### src/rtl/grid_four_neighbour_peak_finder_core_defines.svh
// Assertion macros for the four-neighbor peak finder.
// Included by the top level; needs signals named clock and reset in scope.
`ifndef GRID_FOUR_NEIGHBOUR_PEAK_FINDER_CORE_DEFINES_SVH
`define GRID_FOUR_NEIGHBOUR_PEAK_FINDER_CORE_DEFINES_SVH

`ifndef SYNTH
// checked outside reset
`define GFNPF_ASSERT(lbl, prop, msg) \
   lbl: assert property (@(posedge clock) disable iff (reset) prop) else $error(msg);
// checked on every edge, reset included
`define GFNPF_ASSERT_ALL(lbl, prop, msg) \
   lbl: assert property (@(posedge clock) prop) else $error(msg);
`else
`define GFNPF_ASSERT(lbl, prop, msg)
`define GFNPF_ASSERT_ALL(lbl, prop, msg)
`endif

`endif

### src/rtl/gfnpf_pkg.sv
// Shared types and constants for the four-neighbor peak finder.
// No dependencies; imported by every module of the block.
package gfnpf_pkg;

   // default sizes
   localparam int DEFAULT_MAX_WIDTH  = 32;
   localparam int DEFAULT_MAX_HEIGHT = 1024;
   localparam int DEFAULT_ELEV_BITS  = 16;

   // register and result field widths
   localparam int GRID_WIDTH_BITS  = 6;
   localparam int GRID_HEIGHT_BITS = 11;
   localparam int PEAK_ROW_BITS    = 10;
   localparam int PEAK_COL_BITS    = 5;
   localparam int RSP_DATA_BITS    = 16;

   localparam logic [GRID_WIDTH_BITS-1:0]  GRID_WIDTH_RESET  = 6'd32;
   localparam logic [GRID_HEIGHT_BITS-1:0] GRID_HEIGHT_RESET = 11'd32;

   // register index (byte address bit 2)
   typedef enum logic {
      CSR_GRID_WIDTH  = 1'b0,
      CSR_GRID_HEIGHT = 1'b1
   } csr_index_type;

   // request kind carried on tuser
   typedef enum logic {
      FUNC_PIXEL = 1'b0,
      FUNC_FLUSH = 1'b1
   } func_type;

endpackage

### src/rtl/gfnpf_cell.sv
// One line-buffer cell: holds the older-row and middle-row elevation of one column.
// Depends on gfnpf_pkg; chained by the top level into a rotating row.
module gfnpf_cell
   import gfnpf_pkg::*;
#(
   parameter int ELEV_BITS = DEFAULT_ELEV_BITS
) (
   input  logic                        clock,
   input  logic                        shift_en,
   input  logic                        load_tail,
   input  logic signed [ELEV_BITS-1:0] right_old,
   input  logic signed [ELEV_BITS-1:0] right_mid,
   input  logic signed [ELEV_BITS-1:0] tail_old,
   input  logic signed [ELEV_BITS-1:0] tail_mid,
   output logic signed [ELEV_BITS-1:0] old_q,
   output logic signed [ELEV_BITS-1:0] mid_q
);

   logic signed [ELEV_BITS-1:0] old_ff, old_in;
   logic signed [ELEV_BITS-1:0] mid_ff, mid_in;

   // take the neighbor's column, or the freshly updated column at the wrap point
   always_comb begin
      old_in = load_tail ? tail_old : right_old;
      mid_in = load_tail ? tail_mid : right_mid;
   end

   always_ff @(posedge clock) begin
      if (shift_en) begin
         old_ff <= old_in;
         mid_ff <= mid_in;
      end
   end

   assign old_q = old_ff;
   assign mid_q = mid_ff;

endmodule

### src/rtl/gfnpf_rsp_buf.sv
// Result output register with one skid entry.
// Depends on gfnpf_pkg for the default data width.
module gfnpf_rsp_buf
   import gfnpf_pkg::*;
#(
   parameter int DATA_BITS = RSP_DATA_BITS
) (
   input  logic                 clock,
   input  logic                 reset,
   input  logic                 in_valid,
   input  logic [DATA_BITS-1:0] in_data,
   output logic                 has_room,
   output logic                 out_valid,
   input  logic                 out_ready,
   output logic [DATA_BITS-1:0] out_data
);

   logic                 out_valid_ff, out_valid_in;
   logic [DATA_BITS-1:0] out_data_ff, out_data_in;
   logic                 skid_valid_ff, skid_valid_in;
   logic [DATA_BITS-1:0] skid_data_ff, skid_data_in;

   // output register refills from skid first; new data parks in skid on a stall
   always_comb begin
      out_valid_in  = out_valid_ff;
      out_data_in   = out_data_ff;
      skid_valid_in = skid_valid_ff;
      skid_data_in  = skid_data_ff;
      if (!out_valid_ff || out_ready) begin
         if (skid_valid_ff) begin
            out_valid_in  = 1'b1;
            out_data_in   = skid_data_ff;
            skid_valid_in = 1'b0;
         end else begin
            out_valid_in = in_valid;
            out_data_in  = in_data;
         end
      end else if (in_valid) begin
         skid_valid_in = 1'b1;
         skid_data_in  = in_data;
      end
   end

   always_ff @(posedge clock) begin
      if (reset) begin
         out_valid_ff  <= 1'b0;
         skid_valid_ff <= 1'b0;
      end else begin
         out_valid_ff  <= out_valid_in;
         skid_valid_ff <= skid_valid_in;
      end
   end

   always_ff @(posedge clock) begin
      out_data_ff  <= out_data_in;
      skid_data_ff <= skid_data_in;
   end

   assign has_room  = !skid_valid_ff;
   assign out_valid = out_valid_ff;
   assign out_data  = out_data_ff;

endmodule

### src/rtl/grid_four_neighbour_peak_finder_core.sv
// Four-neighbor peak finder. Elevations stream in row-major order on req_*, one request
// per cycle; every cycle a request can be taken unless both the result register and its
// skid entry hold undelivered results. The line buffer is a row of MAX_WIDTH cells that
// rotates by one column per pixel or flush request, so the current column always sits in
// cell 0 and all four comparisons finish in the accept cycle; a peak result is registered
// and on rsp_* in the cycle after the request that settles it when no earlier result is
// still waiting, later while rsp_tready holds back the earlier results. A pixel at (r, c)
// settles cell (r-1, c);
// after the last row, grid_width flush requests (tuser = 1) settle the last row. Pixels
// after the grid is full and surplus or early flushes are dropped without a result. Any
// register write starts a new grid. There is no clearing pass after reset.
// Depends on gfnpf_pkg, gfnpf_cell, gfnpf_rsp_buf and the defines header.
`include "grid_four_neighbour_peak_finder_core_defines.svh"

module grid_four_neighbour_peak_finder_core
   import gfnpf_pkg::*;
#(
   parameter int MAX_WIDTH  = DEFAULT_MAX_WIDTH,
   parameter int MAX_HEIGHT = DEFAULT_MAX_HEIGHT,
   parameter int ELEV_BITS  = DEFAULT_ELEV_BITS
) (
   input  logic                                clock,
   input  logic                                reset,
   // request channel
   input  logic                                req_tvalid,
   output logic                                req_tready,
   input  logic [((ELEV_BITS + 7) / 8) * 8-1:0] req_tdata,  // [ELEV_BITS-1:0] elevation
   input  logic                                req_tuser,  // [0] func
   // result channel
   output logic                                rsp_tvalid,
   input  logic                                rsp_tready,
   output logic [RSP_DATA_BITS-1:0]            rsp_tdata,  // [9:0] peak_row, [14:10] peak_col
   // configuration
   input  logic                                csr_psel,
   input  logic                                csr_penable,
   input  logic                                csr_pwrite,
   input  logic [2:0]                          csr_paddr,
   input  logic [31:0]                         csr_pwdata,
   output logic [31:0]                         csr_prdata,
   output logic                                csr_pready
);

   localparam int CW  = $clog2(MAX_WIDTH + 1);
   localparam int XW  = (MAX_WIDTH > 1) ? $clog2(MAX_WIDTH) : 1;
   localparam int HW  = $clog2(MAX_HEIGHT + 1);
   localparam int WCW = (CW > GRID_WIDTH_BITS) ? CW : GRID_WIDTH_BITS;
   localparam int HCW = (HW > GRID_HEIGHT_BITS) ? HW : GRID_HEIGHT_BITS;

   // ---------------- configuration registers ----------------
   logic [GRID_WIDTH_BITS-1:0]  grid_width_ff;
   logic [GRID_HEIGHT_BITS-1:0] grid_height_ff;
   logic                        csr_wr;
   csr_index_type               csr_idx;

   assign csr_pready = 1'b1;
   assign csr_wr     = csr_psel && csr_penable && csr_pwrite && csr_pready;
   assign csr_idx    = csr_index_type'(csr_paddr[2]);

   always_ff @(posedge clock) begin
      if (reset) begin
         grid_width_ff  <= GRID_WIDTH_RESET;
         grid_height_ff <= GRID_HEIGHT_RESET;
      end else if (csr_wr) begin
         case (csr_idx)
            CSR_GRID_WIDTH:  grid_width_ff  <= csr_pwdata[GRID_WIDTH_BITS-1:0];
            CSR_GRID_HEIGHT: grid_height_ff <= csr_pwdata[GRID_HEIGHT_BITS-1:0];
            default: ;
         endcase
      end
   end

   always_comb begin
      case (csr_idx)
         CSR_GRID_WIDTH:  csr_prdata = 32'(grid_width_ff);
         CSR_GRID_HEIGHT: csr_prdata = 32'(grid_height_ff);
         default:         csr_prdata = '0;
      endcase
   end

   // effective size: zero acts as one, large values clamp to the maximum
   logic [WCW-1:0] width_ext;
   logic [HCW-1:0] height_ext;
   logic [CW-1:0]  w_eff;
   logic [HW-1:0]  h_eff;
   logic [XW-1:0]  w_last;

   assign width_ext  = WCW'(grid_width_ff);
   assign height_ext = HCW'(grid_height_ff);

   always_comb begin
      if (grid_width_ff == '0) w_eff = CW'(1);
      else if (width_ext > WCW'(MAX_WIDTH)) w_eff = CW'(MAX_WIDTH);
      else w_eff = CW'(width_ext);
      if (grid_height_ff == '0) h_eff = HW'(1);
      else if (height_ext > HCW'(MAX_HEIGHT)) h_eff = HW'(MAX_HEIGHT);
      else h_eff = HW'(height_ext);
   end

   assign w_last = XW'(w_eff - CW'(1));

   // ---------------- request decode ----------------
   logic                        req_fire;
   logic                        is_flush;
   logic                        grid_full;
   logic                        pix_go;
   logic                        flush_go;
   logic                        shift_en;
   logic signed [ELEV_BITS-1:0] elev_in;

   logic [HW-1:0] row_ff, row_in;
   logic [XW-1:0] col_ff, col_in;
   logic [CW-1:0] flush_ff, flush_in;

   assign req_fire  = req_tvalid && req_tready;
   assign is_flush  = (func_type'(req_tuser) == FUNC_FLUSH);
   assign grid_full = (row_ff >= h_eff);
   assign pix_go    = req_fire && !is_flush && !grid_full;
   assign flush_go  = req_fire && is_flush && grid_full && (flush_ff < w_eff);
   assign shift_en  = pix_go || flush_go;
   assign elev_in   = signed'(req_tdata[ELEV_BITS-1:0]);

   // ---------------- line buffer: rotating row of cells ----------------
   logic signed [ELEV_BITS-1:0] old_q [MAX_WIDTH];
   logic signed [ELEV_BITS-1:0] mid_q [MAX_WIDTH];
   logic signed [ELEV_BITS-1:0] tail_old, tail_mid;
   logic signed [ELEV_BITS-1:0] right_mid;
   logic signed [ELEV_BITS-1:0] left_ff;

   // a pixel pushes middle into older and the new elevation into middle;
   // a flush only rotates the column through unchanged
   assign tail_old = flush_go ? old_q[0] : mid_q[0];
   assign tail_mid = flush_go ? mid_q[0] : elev_in;

   for (genvar i = 0; i < MAX_WIDTH; i++) begin : g_cell
      logic signed [ELEV_BITS-1:0] nb_old, nb_mid;
      logic                        load_tail;
      if (i == MAX_WIDTH - 1) begin : g_end
         assign nb_old    = tail_old;
         assign nb_mid    = tail_mid;
         assign load_tail = 1'b1;
      end else begin : g_mid
         assign nb_old    = old_q[i+1];
         assign nb_mid    = mid_q[i+1];
         assign load_tail = (w_last == XW'(i));
      end
      gfnpf_cell #(
         .ELEV_BITS (ELEV_BITS)
      ) u_cell (
         .clock     (clock),
         .shift_en  (shift_en),
         .load_tail (load_tail),
         .right_old (nb_old),
         .right_mid (nb_mid),
         .tail_old  (tail_old),
         .tail_mid  (tail_mid),
         .old_q     (old_q[i]),
         .mid_q     (mid_q[i])
      );
   end

   if (MAX_WIDTH > 1) begin : g_right
      assign right_mid = mid_q[1];
   end else begin : g_no_right
      assign right_mid = mid_q[0];
   end

   // middle value of the column just left behind, the left neighbor of the next one
   always_ff @(posedge clock) begin
      if (shift_en) left_ff <= mid_q[0];
   end

   // ---------------- peak test ----------------
   logic [XW-1:0]  pos;
   logic           has_up, has_left, has_right;
   logic           peak;
   logic           res_valid;
   logic [HW-1:0]  res_row;
   logic [31:0]    row_wide, col_wide;
   logic [RSP_DATA_BITS-1:0] res_data;

   assign pos       = flush_go ? XW'(flush_ff) : col_ff;
   assign has_up    = flush_go ? (h_eff != HW'(1)) : (row_ff > HW'(1));
   assign has_left  = (pos != '0);
   assign has_right = (pos != w_last);

   // ties do not disqualify; below neighbor exists only for pixels
   always_comb begin
      peak = 1'b1;
      if (has_up && (old_q[0] > mid_q[0])) peak = 1'b0;
      if (has_left && (left_ff > mid_q[0])) peak = 1'b0;
      if (has_right && (right_mid > mid_q[0])) peak = 1'b0;
      if (pix_go && (elev_in > mid_q[0])) peak = 1'b0;
   end

   assign res_valid = peak && (flush_go || (pix_go && (row_ff != '0)));
   assign res_row   = flush_go ? (h_eff - HW'(1)) : (row_ff - HW'(1));
   assign row_wide  = 32'(res_row);
   assign col_wide  = 32'(pos);
   assign res_data  = {1'b0, col_wide[PEAK_COL_BITS-1:0], row_wide[PEAK_ROW_BITS-1:0]};

   // ---------------- position counters ----------------
   always_comb begin
      row_in   = row_ff;
      col_in   = col_ff;
      flush_in = flush_ff;
      if (csr_wr) begin
         row_in   = '0;
         col_in   = '0;
         flush_in = '0;
      end else begin
         if (pix_go) begin
            if (col_ff == w_last) begin
               col_in = '0;
               row_in = row_ff + HW'(1);
            end else begin
               col_in = col_ff + XW'(1);
            end
         end
         if (flush_go) flush_in = flush_ff + CW'(1);
      end
   end

   always_ff @(posedge clock) begin
      if (reset) begin
         row_ff   <= '0;
         col_ff   <= '0;
         flush_ff <= '0;
      end else begin
         row_ff   <= row_in;
         col_ff   <= col_in;
         flush_ff <= flush_in;
      end
   end

   // ---------------- result buffer ----------------
   logic rsp_has_room;

   gfnpf_rsp_buf #(
      .DATA_BITS (RSP_DATA_BITS)
   ) u_rsp_buf (
      .clock     (clock),
      .reset     (reset),
      .in_valid  (res_valid),
      .in_data   (res_data),
      .has_room  (rsp_has_room),
      .out_valid (rsp_tvalid),
      .out_ready (rsp_tready),
      .out_data  (rsp_tdata)
   );

   assign req_tready = rsp_has_room;

   // ---------------- assertions ----------------
   `GFNPF_ASSERT_ALL(a_reset_clears, reset |=> (row_ff == '0 && col_ff == '0 && flush_ff == '0 && !rsp_tvalid), "positions or result not cleared by reset")
   `GFNPF_ASSERT(a_skid_behind_out, !rsp_has_room |-> rsp_tvalid, "skid entry full while result register empty")
   `GFNPF_ASSERT(a_col_in_row, col_ff <= w_last, "column position beyond grid width")
   `GFNPF_ASSERT(a_flush_after_grid, (flush_ff != '0) |-> (row_ff == h_eff && flush_ff <= w_eff), "flush count moved before grid was full")

endmodule

### config.mk
export PLATFORM = sky130hd
export DESIGN_NAME = grid_four_neighbour_peak_finder_core
export DESIGN_NICKNAME = d
export VERILOG_FILES = /design/src/rtl/gfnpf_pkg.sv /design/src/rtl/gfnpf_cell.sv /design/src/rtl/gfnpf_rsp_buf.sv /design/src/rtl/grid_four_neighbour_peak_finder_core.sv
export VERILOG_INCLUDE_DIRS = /design/src /design/src/rtl
export SDC_FILE = /design/constraint.sdc
export NUM_CORES = 2
export LEC_CHECK = 0
export ABC_AREA = 1
export CAP_MARGIN = 5
export CORE_ASPECT_RATIO = 1.2
export CORE_MARGIN = 1
export CORE_UTILIZATION = 45
export DETAILED_ROUTE_END_ITERATION = 8
export DONT_BUFFER_PORTS = 1
export GPL_TIMING_DRIVEN = 0
export PLACE_DENSITY = 0.71
export SKIP_CTS_REPAIR_TIMING = 1
export SYNTH_ARGS = -nofsm -noshare
export SYNTH_HDL_FRONTEND = slang
export SYNTH_SLANG_ARGS = --single-unit
### constraint.sdc
create_clock -name clock -period 47.8 [get_ports clock]
set_input_delay 2.39 -clock clock [delete_from_list [all_inputs] [get_ports clock]]
set_output_delay 2.39 -clock clock [all_outputs]
set_load 0.005 [all_outputs]
==> results.toml <==
[critical_path]
rrSetupSlack_ps = 41950
r2r_cells = 19
cp_slowest_cell = "nand2_4"
cp_max_fo = 73
endpoint_kind = "flip-flop"
max_stage_delay_ps = 500
critPathLaunchType = "primary input"
crit_path_frequent_cell = "buf_16"
cp_cell_sequence = "inv_1, nor2_1, nand4_1, a21oi_2, nand3_4, buf_4, buf_4, buf_2, nand2_4, buf_16, buf_16, buf_16, buf_16"
crit_buf_inv = 8
cp.depth = 13
arrival_ps = 6190
critical_path.top_delay_family = "buffers and inverters"
crit_type = "in -> reg"
worstPathRequired_ps = 48140

[timing]
fin_crit_ps = 5860
fin_setup_tns_ps = 0
fmax_mhz = 171
hold_viol = 0
relSlewSlack_pct = 6.48
drv_slew = 0
timing.final.crit_share_pct = 12.3
fin_skew_ps = 32.2
layout_setup_ws_ps = 41940
rsz0062_at_grt = "false"
worst_pin_slew_ps = 1390
setup_viol = 0

[pwr]
power_switching_uw = 516
pwr-share-clk_pct = 38.8
power_frac_comb_pct = 7.9
power_density_mw_per_mm2 = 41.3
ir_worst_vdd_uv = 34.8
switching_share_pct = 23.3
p_leak_nw = 20.7
internal_power_mw = 1.70
pwr-share-seq_pct = 53.3

[global_route]
grt_usage_pct = 18.8
grt_pass1_vias = 30037
grt_pass1_wl_mm = 161
grt_max_degree = 77
antenna_found_initial = 3
grt-ovfl-total = 0

[synth]
ys_ff_latch = 1111
synthDistinctLibCells = 50
syn_area_mm2 = 0.0477
yosysSeqAreaShare_pct = 69.0
synth_top_area_cell = "edfxtp_1"
yosys_warnings = 0
synth_edf_count = 1070
synth_area_leaders = "edfxtp_1 67%, o21ai_0 11%, nand2_1 9.5%"
synthArstFlopShare_pct = 0
synth_top_cell_area_share_pct = 67.3
ys.flop_type = "edfxtp_1"
avgSynthCellArea_um2 = 11.1
postSynthCellCount = 4285

[finish]
layout_common_cells = "1,211 x nand2_1, 1,070 x o21ai_0, 1,070 x edfxtp_1"
layout_commonest_cell = "nand2_1"
area_growth_pct = 12.4
nFillCells = 8774
finish.net_count = 4588
drive_gt1_share_pct = 5.87

[clocking]
clk_pin_slew_ps = 70
clockBufferDepth = 3
numClockSinks = 1111
cts_tree = "built"
numCtsBuffers = 110
clkLatencyLatePin_ps = 700
cts-root-buf = "clkbuf_16"
h-tree-depth = 3

[placement]
globalplace.congestion = 0.870
preCtsSetupSlack_ps = 41320
port_buffers = 0
place_hpwl_mm = 71.9

[run]
max_cap_viol_count = 0

[outcome]
status = "finished, final reports clean"

[route]
drtIter0Drc = 3041
route.detailed.drc = 0
vias = 31435
routed_via_density = 5.31
firstDrtPassIters = 6
finalWirelength_mm = 102
wire_per_inst_um = 17.2
drt.antenna.violating_nets = 0

[floorplanning]
core_mm2 = 0.105
die_width_um = 299
io_pins = 110
start_util_pct = 45.5
rows = 130
die_y_um = 359
die_area_mm2 = 0.107

[worst_hold_path]
hp-class = "reg -> reg"
hold_depth = 0
## worst paths after layout
check	start	end
min reg2reg	g_cell[0].u_cell.mid_q[14]	left_ff[14]
max	req_tvalid	g_cell[19].u_cell.old_q[10]
max reg2reg	grid_height_ff[4]	g_cell[19].u_cell.old_q[10]
min	g_cell[0].u_cell.mid_q[14]	left_ff[14]
## registers in the layout, summed over array words and instances, names as in the netlist
register,count
grid_width_ff,6
u_rsp_buf.out_data,15
u_rsp_buf.skid_data_ff,15
u_rsp_buf.skid_valid_ff,1
g_cell.u_cell.mid_q,512
flush_ff,6
grid_height_ff,11
row_ff,11
col_ff,5
left_ff,16
u_rsp_buf.out_valid,1
g_cell.u_cell.old_q,512
## per-stage QoR
step           area (um2)  power (mW)  hold WS, ps  cells  util (%)
5_1_grt             53600        2.29          476   5919      51.1
2_1_floorplan       47800        1.41          444   4306         -
6_report            53600        2.22          461   5924      51.1
3_5_place_dp        50000        1.37          452   5711      47.7
3_3_place_gp        49500        1.48          448   5692      47.2
4_1_cts             53600        2.23          463   5918      51.1
## final cells by class
| cell class | count | area, um2 | area share (%) |
|---|---|---|---|
| inverter | 145 | 544 | 1.01 |
| timing repair buffer | 20 | 463 | 0.863 |
| sequential | 1111 | 33000 | 61.4 |
| clock inverter | 76 | 766 | 1.43 |
| multi-input combinational | 2720 | 12900 | 24.1 |
| tap | 1386 | 1730 | 3.23 |
| clock buffer | 131 | 2860 | 5.32 |
| antenna | 5 | 12.5 | 0.0233 |
| buffer | 330 | 1370 | 2.55 |
## synthesized netlist by cell type (3+ instances only)
cell type,count
nand2_1,1212
edfxtp_1,1070
o21ai_0,1070
clkbuf_1,294
inv_1,140
ha_1,91
nor2_1,73
nand3_1,63
a21oi_1,61
dfxtp_1,41
buf_4,25
nand4_1,21
or2_2,16
xor2_1,15
nor3_1,13
nand2_2,6
nor4_1,6
o21ai_2,6
buf_2,5
o21ai_1,5
nor2_2,4
nor3b_1,4
xnor2_1,4
a211oi_1,3
buf_1,3
inv_2,3
## power groups by stage
stage               clock, mW  sequential [mW]  combinational (mW)
finish                  0.861             1.18               0.174
CTS                     0.874             1.18               0.174
floorplan                   0             1.29               0.114
global route            0.910             1.19               0.197
detailed placement          0             1.20               0.172
global placement            0             1.33               0.153
## kinds of logic after synthesis
group | Yosys count | synth area share [%]
xor gates and xnor gates | 19 | 0.349
and+or+nand+nor | 1427 | 11.8
DFF | 1111 | 69.0
other | 2 | 0.0157
adders and majority gates | 91 | 2.39
buffers and inverters | 475 | 4.01
AOI/OAI and AO/OA | 1160 | 12.4
## worst register-to-register path, cell delays in order, from the launching register on
cell and delay [ps]:
dfxtp_1 350, nor2_1 110, nand2_1 80, inv_1 50, nand3_1 60, o21ai_1 420
nand2_1 190, ha_1 350, nand2_1 100, nor2_1 50, and2_1 140, nand2_1 60
nand4_2 280, nor3b_1 900, inv_1 280, nand2_4 560, buf_16 360, buf_16 370
buf_16 380, buf_16 360
## per-layer routing
layer / vias to the layer above / global-route usage, % / wire [um]
met5: - / 0 / 0
met4: 0 / 6.34 / 2690
met3: 184 / 2.66 / 5580
met2: 829 / 33.7 / 52200
met1: 15081 / 23.2 / 41700
li1: 15341 / - / -
No activity file was read; power rests on OpenSTA's default activity.
